**src/rtl/sird_pkg.sv**
```systemverilog
`default_nettype none
// ----------------------------------------------------------------------------
// sird_pkg
// Shared constants, types and the divider step for the radix text converter.
// ----------------------------------------------------------------------------
package sird_pkg;

    localparam int MAX_RADIX  = 16;
    localparam int MAX_DIGITS = 32;

    localparam int VALUE_W  = 32;
    localparam int CHAR_W   = 8;
    localparam int DIGIT_W  = 4;
    localparam int RADIX_W  = 5;
    localparam int ALPHA_W  = 64;
    localparam int CNT_W    = $clog2(MAX_DIGITS + 1);
    localparam int IDX_W    = $clog2(MAX_DIGITS);

    // quotient bits resolved per divider cycle
    localparam int DIV_BITS  = 8;
    localparam int DIV_STEPS = VALUE_W / DIV_BITS;
    localparam int STEP_W    = $clog2(DIV_STEPS);

    localparam int APB_DW = 64;
    localparam int APB_AW = 5;

    localparam logic [1:0] REG_DIGIT_COUNT   = 2'd0;
    localparam logic [1:0] REG_ALPHABET_LOW  = 2'd1;
    localparam logic [1:0] REG_ALPHABET_HIGH = 2'd2;

    localparam logic [RADIX_W-1:0] RST_DIGIT_COUNT   = RADIX_W'(10);
    localparam logic [ALPHA_W-1:0] RST_ALPHABET_LOW  = 64'h3736353433323130;
    localparam logic [ALPHA_W-1:0] RST_ALPHABET_HIGH = 64'h6665646362613938;

    localparam logic [CHAR_W-1:0] CH_PLUS  = 8'h2B;
    localparam logic [CHAR_W-1:0] CH_MINUS = 8'h2D;

    typedef logic [DIGIT_W-1:0] t_digit;
    typedef logic [CHAR_W-1:0]  t_symbol;

    typedef struct packed {
        t_digit              rem;
        logic [DIV_BITS-1:0] quot;
    } t_div_res;

    // restoring division of one dividend slice by a small radix
    function automatic t_div_res div_step(input t_digit rem_in,
                                          input logic [DIV_BITS-1:0] slice,
                                          input logic [RADIX_W-1:0] radix);
        t_div_res            res;
        logic [RADIX_W-1:0]  t;
        t_digit              r;
        r = rem_in;
        res.quot = '0;
        for (int k = DIV_BITS - 1; k >= 0; k--) begin
            t = {r, slice[k]};
            if (t >= radix) begin
                t = t - radix;
                res.quot[k] = 1'b1;
            end
            r = t[DIGIT_W-1:0];
        end
        res.rem = r;
        return res;
    endfunction

endpackage
`default_nettype wire

```
**src/rtl/signed_int_to_radix_digits.sv**
```systemverilog
`default_nettype none
// ----------------------------------------------------------------------------
// signed_int_to_radix_digits
// Writes a signed 32-bit word out as text in a configurable radix.
// ----------------------------------------------------------------------------
// One input word yields its text one character per output word, most
// significant digit first, with a leading '-' for negatives and tlast on the
// final character. A shared divider resolves 8 quotient bits a cycle;
// characters then leave at one a cycle while the downstream side takes
// them. The next word is accepted only once the final character has been
// issued. If the alphabet is unusable the word is dropped with no text.
// Registers: digit_count at 0x00, alphabet_low at 0x08, alphabet_high at 0x10.
module signed_int_to_radix_digits (
    input  wire logic                         i_clk,
    input  wire logic                         i_rst_n,
    input  wire logic                         s_axis_tvalid,
    output logic                              s_axis_tready,
    input  wire logic signed [sird_pkg::VALUE_W-1:0] s_axis_tdata, // [31:0] value
    output logic                              m_axis_tvalid,
    input  wire logic                         m_axis_tready,
    output logic [sird_pkg::CHAR_W-1:0]       m_axis_tdata,  // [7:0] character
    output logic                              m_axis_tlast,  // last
    input  wire logic                         psel,
    input  wire logic                         penable,
    input  wire logic                         pwrite,
    input  wire logic [sird_pkg::APB_AW-1:0]  paddr,
    input  wire logic [sird_pkg::APB_DW-1:0]  pwdata,
    output logic [sird_pkg::APB_DW-1:0]       prdata,
    output logic                              pready
);
    import sird_pkg::*;

    localparam logic [1:0] S_IDLE = 2'd0;
    localparam logic [1:0] S_DIV  = 2'd1;
    localparam logic [1:0] S_SIGN = 2'd2;
    localparam logic [1:0] S_EMIT = 2'd3;

    logic [RADIX_W-1:0] r_digit_count;
    logic [ALPHA_W-1:0] r_alpha_low, r_alpha_high;
    logic               r_alpha_ok, n_alpha_ok;

    logic [1:0]         r_state, n_state;
    logic [VALUE_W-1:0] r_mag, n_mag;
    logic               r_neg, n_neg;
    t_digit             r_rem, n_rem;
    logic [STEP_W-1:0]  r_step, n_step;
    logic [CNT_W-1:0]   r_cnt, n_cnt;
    logic [IDX_W-1:0]   r_idx, n_idx;
    t_digit             r_store [MAX_DIGITS];

    logic               r_m_valid, n_m_valid;
    t_symbol            r_m_data, n_m_data;
    logic               r_m_last, n_m_last;

    t_symbol            sym [MAX_RADIX];
    t_div_res           div_res;
    logic               out_free;
    logic               cfg_wr;
    logic               store_wr;

    // ---- configuration ----
    assign pready = 1'b1;
    assign cfg_wr = psel & penable & pwrite;

    always_ff @(posedge i_clk) begin
        if (!i_rst_n) begin
            r_digit_count <= RST_DIGIT_COUNT;
            r_alpha_low   <= RST_ALPHABET_LOW;
            r_alpha_high  <= RST_ALPHABET_HIGH;
            r_alpha_ok    <= 1'b0;
        end else begin
            r_alpha_ok <= n_alpha_ok;
            if (cfg_wr) begin
                unique case (paddr[APB_AW-1:3])
                    REG_DIGIT_COUNT:   r_digit_count <= pwdata[RADIX_W-1:0];
                    REG_ALPHABET_LOW:  r_alpha_low   <= pwdata;
                    REG_ALPHABET_HIGH: r_alpha_high  <= pwdata;
                    default: ;
                endcase
            end
        end
    end

    always_comb begin
        unique case (paddr[APB_AW-1:3])
            REG_DIGIT_COUNT:   prdata = {{(APB_DW-RADIX_W){1'b0}}, r_digit_count};
            REG_ALPHABET_LOW:  prdata = r_alpha_low;
            REG_ALPHABET_HIGH: prdata = r_alpha_high;
            default:           prdata = '0;
        endcase
    end

    always_comb begin
        for (int k = 0; k < MAX_RADIX; k++) begin
            if (k < 8) sym[k] = r_alpha_low[8*k +: 8];
            else       sym[k] = r_alpha_high[8*(k-8) +: 8];
        end
    end

    // alphabet check, registered; read in the cycle after a word is taken
    always_comb begin
        n_alpha_ok = (r_digit_count >= RADIX_W'(2)) &&
                     (r_digit_count <= RADIX_W'(MAX_RADIX));
        for (int a = 0; a < MAX_RADIX; a++) begin
            if (RADIX_W'(a) < r_digit_count) begin
                if (sym[a] == '0 || sym[a] == CH_PLUS || sym[a] == CH_MINUS)
                    n_alpha_ok = 1'b0;
                for (int b = a + 1; b < MAX_RADIX; b++) begin
                    if (RADIX_W'(b) < r_digit_count && sym[a] == sym[b])
                        n_alpha_ok = 1'b0;
                end
            end
        end
    end

    // ---- sequencer ----
    assign s_axis_tready = (r_state == S_IDLE);
    assign out_free      = !r_m_valid || m_axis_tready;
    assign div_res       = div_step(r_rem, r_mag[VALUE_W-1 -: DIV_BITS], r_digit_count);

    always_comb begin
        n_state   = r_state;
        n_mag     = r_mag;
        n_neg     = r_neg;
        n_rem     = r_rem;
        n_step    = r_step;
        n_cnt     = r_cnt;
        n_idx     = r_idx;
        n_m_valid = r_m_valid & ~m_axis_tready;
        n_m_data  = r_m_data;
        n_m_last  = r_m_last;
        store_wr  = 1'b0;

        unique case (r_state)
            S_IDLE: begin
                if (s_axis_tvalid) begin
                    n_neg   = s_axis_tdata[VALUE_W-1];
                    n_mag   = s_axis_tdata[VALUE_W-1] ? (~s_axis_tdata + VALUE_W'(1))
                                                      : s_axis_tdata;
                    n_rem   = '0;
                    n_step  = '0;
                    n_cnt   = '0;
                    n_state = S_DIV;
                end
            end
            S_DIV: begin
                if (r_cnt == '0 && r_step == '0 && !r_alpha_ok) begin
                    n_state = S_IDLE;
                end else begin
                    n_mag  = {r_mag[VALUE_W-DIV_BITS-1:0], div_res.quot};
                    n_rem  = div_res.rem;
                    n_step = r_step + STEP_W'(1);
                    if (r_step == STEP_W'(DIV_STEPS - 1)) begin
                        store_wr = 1'b1;
                        n_rem    = '0;
                        n_cnt    = r_cnt + CNT_W'(1);
                        n_idx    = r_cnt[IDX_W-1:0];
                        if (n_mag == '0 || n_cnt == CNT_W'(MAX_DIGITS))
                            n_state = r_neg ? S_SIGN : S_EMIT;
                    end
                end
            end
            S_SIGN: begin
                if (out_free) begin
                    n_m_valid = 1'b1;
                    n_m_data  = CH_MINUS;
                    n_m_last  = 1'b0;
                    n_state   = S_EMIT;
                end
            end
            S_EMIT: begin
                if (out_free) begin
                    n_m_valid = 1'b1;
                    n_m_data  = sym[r_store[r_idx]];
                    n_m_last  = (r_idx == '0);
                    n_idx     = r_idx - IDX_W'(1);
                    if (r_idx == '0)
                        n_state = S_IDLE;
                end
            end
            default: n_state = S_IDLE;
        endcase
    end

    always_ff @(posedge i_clk) begin
        if (!i_rst_n) begin
            r_state   <= S_IDLE;
            r_step    <= '0;
            r_cnt     <= '0;
            r_idx     <= '0;
            r_m_valid <= 1'b0;
        end else begin
            r_state   <= n_state;
            r_step    <= n_step;
            r_cnt     <= n_cnt;
            r_idx     <= n_idx;
            r_m_valid <= n_m_valid;
        end
    end

    always_ff @(posedge i_clk) begin
        r_mag    <= n_mag;
        r_neg    <= n_neg;
        r_rem    <= n_rem;
        r_m_data <= n_m_data;
        r_m_last <= n_m_last;
        if (store_wr)
            r_store[r_cnt[IDX_W-1:0]] <= div_res.rem;
    end

    assign m_axis_tvalid = r_m_valid;
    assign m_axis_tdata  = r_m_data;
    assign m_axis_tlast  = r_m_last;

    // ---- checks ----
    a_busy_after_accept: assert property (@(posedge i_clk) disable iff (!i_rst_n)
        (s_axis_tvalid && s_axis_tready) |=> !s_axis_tready)
        else $error("input taken while converter busy");

    a_rem_in_range: assert property (@(posedge i_clk) disable iff (!i_rst_n)
        (r_state == S_DIV && r_alpha_ok) |-> ({1'b0, r_rem} < r_digit_count))
        else $error("divider remainder not below radix");

    a_last_ends_text: assert property (@(posedge i_clk) disable iff (!i_rst_n)
        (r_state == S_EMIT && out_free && r_idx == '0) |=>
        (m_axis_tvalid && m_axis_tlast && r_state == S_IDLE))
        else $error("final character not marked or sequencer not idle");

    a_sign_not_last: assert property (@(posedge i_clk) disable iff (!i_rst_n)
        (r_state == S_SIGN && out_free) |=> (!m_axis_tlast && r_state == S_EMIT))
        else $error("sign character marked last");

endmodule
`default_nettype wire

```
**config.mk**
```make
export PLATFORM = sky130hd
export DESIGN_NAME = signed_int_to_radix_digits
export DESIGN_NICKNAME = d
export VERILOG_FILES = /design/src/rtl/sird_pkg.sv /design/src/rtl/signed_int_to_radix_digits.sv
export SDC_FILE = /design/constraint.sdc
export NUM_CORES = 1
export LEC_CHECK = 0
export CORE_MARGIN = 2
export CORE_UTILIZATION = 40
export DETAILED_ROUTE_END_ITERATION = 8
export DONT_BUFFER_PORTS = 1
export GPL_ROUTABILITY_DRIVEN = 0
export PLACE_DENSITY = 0.56
export RECOVER_POWER = 50
export SLEW_MARGIN = 20
export SYNTH_ARGS = -nofsm -noshare
export SYNTH_HDL_FRONTEND = slang
export SYNTH_SLANG_ARGS = --single-unit
```
**constraint.sdc**
```tcl
create_clock -name i_clk -period 30.2 [get_ports i_clk]
set_clock_uncertainty 0.1 [all_clocks]
set_input_delay 6.04 -clock i_clk [delete_from_list [all_inputs] [get_ports i_clk]]
set_output_delay 6.04 -clock i_clk [all_outputs]
set_load 0.005 [all_outputs]
```
**Word-level counts from Yosys, hierarchy flattened**

Memory sizes are Yosys's and may differ from the RTL's. A register that Yosys moved wholly into a read port is not among the register bits.
Cells that the tools add are included.

- Bits of input ports: 108
- Register bits: 196
- Logic and storage cells: 636
- RAM bits: 128
- Output and inout bits: 76
- Memories kept: 1

- Reductions and logical operators: 194
- Bitwise operators: 6
- Eq/ne operators: 167
- Mux-type cells: 215
- Add/sub/neg operators: 12
- $lt $le $gt $ge: 27

Memory list:

| name | words | width | read ports | clocked after Yosys merged registers in | write ports | line | source |
|---|---|---|---|---|---|---|---|
| r_store | 32 | 4 | 1 | 1 | 1 | signed_int_to_radix_digits.sv:49 | `t_digit r_store [MAX_DIGITS];` |

Operators by type and width:

| operator | number |
|---|---|
| 8-bit == test | 120 |
| 8-bit by 6-bit == test with 1-bit output (second input constant) | 32 |
| 64-bit case mux with 3 select lines | 1 |
| 1-bit 2-to-1 mux | 170 |
| 8-bit logical NOT | 16 |
| 1-bit logical AND | 123 |
| 32-bit 2-to-1 mux | 3 |
| 32-bit case mux with 2 select lines | 1 |
| 4-bit 2-to-1 mux | 11 |
| 5-bit >= comparator | 8 |
| 4-bit by 5-bit < comparator with 1-bit output (first input constant) | 8 |
| 1-bit logical OR | 34 |
| 32-bit by 2-bit adder with 32-bit output (second input constant) | 1 |
| 8-bit binary-select mux with 4-bit select | 1 |
| 32-bit logical NOT | 1 |
| 8-bit 2-to-1 mux | 4 |
| 32-bit NOT | 1 |
| 4-bit subtractor | 8 |
| 5-bit 2-to-1 mux | 5 |
| 3-bit by 5-bit < comparator with 1-bit output (first input constant) | 4 |
| 2-bit 2-to-1 mux | 9 |
| 6-bit 2-to-1 mux | 3 |
| 8-bit case mux with 2 select lines | 1 |
| 2-bit != test (second input constant) | 6 |
| 31 further kinds | 50 |

**Longest topological paths before layout**

- Depth after elaboration: 155
- Depth in mapped cells: 65
- Depth with buffers taken out: 58

**Worst setup path before layout**

Ideal clock, no wire load.

- Kind: input to output
- From: input port paddr[3] (netlist name)
- To: output port prdata[35] (netlist name)
- Slack: 16.567 ns
- Stages: 6
- Data required time: 24.060 ns
- Buffers on the path: 4
- Data arrival time: 7.493 ns
- Cells stage by stage: clkbuf_1 nor2b_1 clkbuf_1 clkbuf_1 clkbuf_1 a22o_1

- Word-level cells in the longest chain between the ends: 2
- Elaborated cells on any way between the ends: 4
- Those cells by class: 2 x eq/ne; 1 x mux; 1 x reduce/logical

Ends and longest elaborated chain:

| what | line | source |
|---|---|---|
| from (decl) | signed_int_to_radix_digits.sv:26 | `input wire logic [sird_pkg::APB_AW-1:0] paddr,` |
| 2-bit == test (tied with other cells) | signed_int_to_radix_digits.sv:85 | `unique case (paddr[APB_AW-1:3])` |
| 64-bit case mux with 3 select lines * | signed_int_to_radix_digits.sv:85 |  |
| to (decl) | signed_int_to_radix_digits.sv:28 | `output logic [sird_pkg::APB_DW-1:0] prdata,` |

Mark *: on every way between the ends. The rest lies on a longest branch, timed or not.

**Worst setup path in the final report**

- From: input port paddr[4] (netlist name)
- To: output port prdata[48] (netlist name)

The elaborated chain is that of the path after synthesis.

==> run_summary.xml <==
<?xml version="1.0" encoding="UTF-8"?>
<metrics>
  <group name="run_status">
    <metric name="outcome" unit="">complete, but fails checks</metric>
    <metric name="violated_checks" unit="">max-capacitance violations, max-slew violations</metric>
  </group>
  <group name="sta">
    <metric name="slew_viol_final" unit="">373</metric>
    <metric name="tightest_slew" unit="ns">3.84</metric>
    <metric name="fin_crit_sh" unit="">0.529</metric>
    <metric name="finalSetupViolCount" unit="">0</metric>
    <metric name="setup_tns" unit="ns">0</metric>
    <metric name="setup_repair_after_global_routing_missed_its_margin" unit="">false</metric>
    <metric name="fin_crit" unit="ns">15.97</metric>
    <metric name="hold_viol_final" unit="">0</metric>
    <metric name="timing.slew.headroom" unit="">-1.56</metric>
    <metric name="max_clock_freq" unit="GHz">0.0626</metric>
  </group>
  <group name="logic_synthesis">
    <metric name="ys_seq_elements" unit="">329</metric>
    <metric name="number_of_library_cell_types_mapped_by_synthesis" unit="">72</metric>
    <metric name="number_of_enable_flip_flop_cells_after_synthesis" unit="">174</metric>
    <metric name="synth_top_area_share" unit="">0.176</metric>
    <metric name="syn_inst" unit="">3450</metric>
    <metric name="synth_async_sr_flop_share" unit="">0</metric>
    <metric name="synthTopCellsByArea" unit="">sky130_fd_sc_hd__edfxtp_1, sky130_fd_sc_hd__xor2_1, sky130_fd_sc_hd__xnor2_1, sky130_fd_sc_hd__dfxtp_1, sky130_fd_sc_hd__nand2_1</metric>
    <metric name="netlist.top_cell.by_area" unit="">sky130_fd_sc_hd__edfxtp_1</metric>
    <metric name="synth_fp_nets" unit="">3615</metric>
    <metric name="syn-mean-instance-area" unit="sq um">8.62</metric>
    <metric name="netlist_area" unit="sq mm">0.0297</metric>
    <metric name="synth_warnings" unit="">0</metric>
    <metric name="share_of_synthesized_area_occupied_by_flip_flops_and_latches" unit="">0.280</metric>
    <metric name="main_synth_ff_type" unit="">sky130_fd_sc_hd__edfxtp_1</metric>
    <metric name="library_cell_with_the_highest_instance_count_after_synthesis" unit="">sky130_fd_sc_hd__xor2_1</metric>
    <metric name="post_synth_most_frequent_cells" unit="">sky130_fd_sc_hd__xor2_1, sky130_fd_sc_hd__xnor2_1, sky130_fd_sc_hd__nand2_1, sky130_fd_sc_hd__edfxtp_1</metric>
  </group>
  <group name="cells_and_area">
    <metric name="multi_input_area" unit="sq mm">0.0197</metric>
    <metric name="final_net_count" unit="">3439</metric>
    <metric name="n_fill_cell" unit="">7318</metric>
    <metric name="layoutNonFillerInstCount" unit="">4264</metric>
    <metric name="flow.area_growth_from_synthesis" unit="%">7.37</metric>
    <metric name="post_route_cells_drive_above_1_share" unit="">0.0832</metric>
    <metric name="register_area" unit="sq mm">0.00833</metric>
  </group>
  <group name="global_route">
    <metric name="globalRouteTotalUtil" unit="">0.300</metric>
    <metric name="globalRouteOverflowTotal" unit="">0</metric>
    <metric name="grt_pass1_wl" unit="um">173000</metric>
    <metric name="vias_in_the_first_global_route" unit="">24600</metric>
    <metric name="grt_max_degree" unit="">152</metric>
    <metric name="grt_antenna_before_repair" unit="">3</metric>
  </group>
  <group name="cts">
    <metric name="path_clk_slew" unit="ns">0.06</metric>
    <metric name="cts_hold_buf" unit="">0</metric>
    <metric name="htree_num_levels" unit="">2</metric>
    <metric name="insertion_delay" unit="ns">0.61</metric>
    <metric name="cts-root-to-sink-buffers" unit="">3</metric>
    <metric name="cts-buffers-inserted" unit="">38</metric>
    <metric name="post_cts_buffers" unit="">0</metric>
    <metric name="cts_resized" unit="">0</metric>
    <metric name="clkSinkCount" unit="">329</metric>
    <metric name="cts_tree" unit="">built</metric>
    <metric name="cts-root-buf" unit="">sky130_fd_sc_hd__clkbuf_16</metric>
  </group>
  <group name="setup_path">
    <metric name="critPathLaunchType" unit="">input port</metric>
    <metric name="endpoint_kind" unit="">primary output</metric>
    <metric name="worstPathRequired" unit="ns">24.06</metric>
    <metric name="worst-path-max-fanout" unit="">61</metric>
    <metric name="worst-setup-path-type" unit="">input port to primary output</metric>
    <metric name="critical_path_arrival" unit="ns">9.83</metric>
  </group>
  <group name="drt">
    <metric name="drt_drc_violations_left" unit="">0</metric>
    <metric name="ant_nets" unit="">0</metric>
    <metric name="average_vias_per_placed_instance" unit="">6.19</metric>
    <metric name="wl_per_cell" unit="um">27.8</metric>
    <metric name="first_pass_iters" unit="">7</metric>
    <metric name="first_iter_violations" unit="">3258</metric>
    <metric name="finalWirelength" unit="um">119000</metric>
    <metric name="vias" unit="">26400</metric>
  </group>
  <group name="die">
    <metric name="io-pin-count" unit="">184</metric>
    <metric name="design.core.area" unit="sq mm">0.0733</metric>
    <metric name="initial_utilization" unit="">0.405</metric>
    <metric name="die_width" unit="um">277</metric>
    <metric name="design.die.area" unit="sq mm">0.0765</metric>
    <metric name="fp.dieH" unit="um">277</metric>
    <metric name="rows" unit="">99</metric>
  </group>
  <group name="job">
    <metric name="drv_cap" unit="">7</metric>
  </group>
  <group name="place">
    <metric name="io_buffer_count" unit="">0</metric>
    <metric name="placedCellCount" unit="">4193</metric>
    <metric name="place_hpwl" unit="um">73600</metric>
  </group>
  <group name="worst_hold_path">
    <metric name="worstHoldPathType" unit="">register to register</metric>
  </group>
</metrics>
[path summary, 6_finish.rpt]
| path | from | slack, ns | endpoint | cells after the start |
|---|---|---|---|---|
| setup / recovery | paddr[4] | 14.23 | prdata[48] | 3 |
| hold / removal | r_alpha_low[38] | 0.36 | r_alpha_low[38] | 2 |
| setup reg to reg | r_digit_count[2] | 16.29 | r_store[22][3] | 55 |
| hold reg to reg | r_alpha_low[38] | 0.36 | r_alpha_low[38] | 2 |
[sequential cells by signal, indices dropped and copies added, names as in the netlist, named ones only]
signal	flops
r_store	128
r_alpha_high	64
r_alpha_low	64
r_mag	32
m_axis_tdata	8
r_cnt	6
r_digit_count	5
r_idx	5
r_rem	4
r_step	2
m_axis_tlast	1
m_axis_tvalid	1
r_alpha_ok	1
r_neg	1
r_state	1
[worst max-delay path, cell delays in order]
cell                       delay, ns
sky130_fd_sc_hd__nor2b_1        0.27
sky130_fd_sc_hd__clkbuf_1       2.69
sky130_fd_sc_hd__a22o_1         0.80
[cell families (layout without fill, tap and decap cells)]
logic type | count (synthesis) | in the layout | share of synthesized area
xor+xnor | 1022 | 1022 | 0.301
compound gates | 444 | 444 | 0.105
simple gates | 1044 | 1044 | 0.175
flops | 329 | 329 | 0.280
buf+inv | 421 | 275 | 0.0596
fa+ha+maj | 57 | 57 | 0.0260
other cells | 1 | 2 | 0.000126
mux | 132 | 132 | 0.0528
[final cells by class]
cell class                 count  area share
multi-input combinational   2700       0.616
sequential                   329       0.261
tap                          959      0.0376
timing repair buffer         159      0.0366
clock buffer                  49      0.0330
clock inverter                21      0.0103
inverter                      46     0.00541
antenna                        1   0.0000784
[per-stage QoR]
step | hold WS (ns) | utilization | setup slack (ns) | cell area (sq um)
floorplan | 0.358 | - | 16.57 | 29700
global placement | 0.350 | 0.417 | 16.44 | 30600
detailed placement | 0.356 | 0.417 | 16.38 | 30600
CTS | 0.368 | 0.436 | 16.26 | 32000
global route | 0.395 | 0.435 | 14.31 | 31900
finish | 0.362 | 0.435 | 14.23 | 31900
[cells in the final DEF, fill, tap and decap left out, types with 21 or more instances in the layout]
master / n
sky130_fd_sc_hd__a21o_1: 30
sky130_fd_sc_hd__mux2i_1: 103
sky130_fd_sc_hd__nor4_1: 155
sky130_fd_sc_hd__nand2_1: 385
sky130_fd_sc_hd__nand4_1: 122
sky130_fd_sc_hd__nand3_1: 126
sky130_fd_sc_hd__xnor2_1: 429
sky130_fd_sc_hd__a21oi_1: 44
sky130_fd_sc_hd__nor3_1: 61
sky130_fd_sc_hd__a22o_1: 62
sky130_fd_sc_hd__a31oi_1: 34
sky130_fd_sc_hd__dfxtp_1: 154
sky130_fd_sc_hd__clkbuf_16: 39
sky130_fd_sc_hd__edfxtp_1: 174
sky130_fd_sc_hd__xor2_1: 593
sky130_fd_sc_hd__a21boi_0: 74
sky130_fd_sc_hd__o21ai_0: 78
sky130_fd_sc_hd__ha_1: 49
sky130_fd_sc_hd__a22oi_1: 36
sky130_fd_sc_hd__nor2_1: 90
sky130_fd_sc_hd__buf_4: 152
sky130_fd_sc_hd__nor2b_1: 21
sky130_fd_sc_hd__inv_1: 45
[routing by layer]
layer	vias up	track usage	routed length (um)
li1	11600	-	-
met1	12800	0.415	49700
met2	1641	0.415	46900
met3	401	0.114	16300
met4	4	0.125	5820
met5	-	0	31
Power is left out: the tool's default activity adds up to more than one toggle a clock period on the data nets, which glitch-free logic cannot reach.
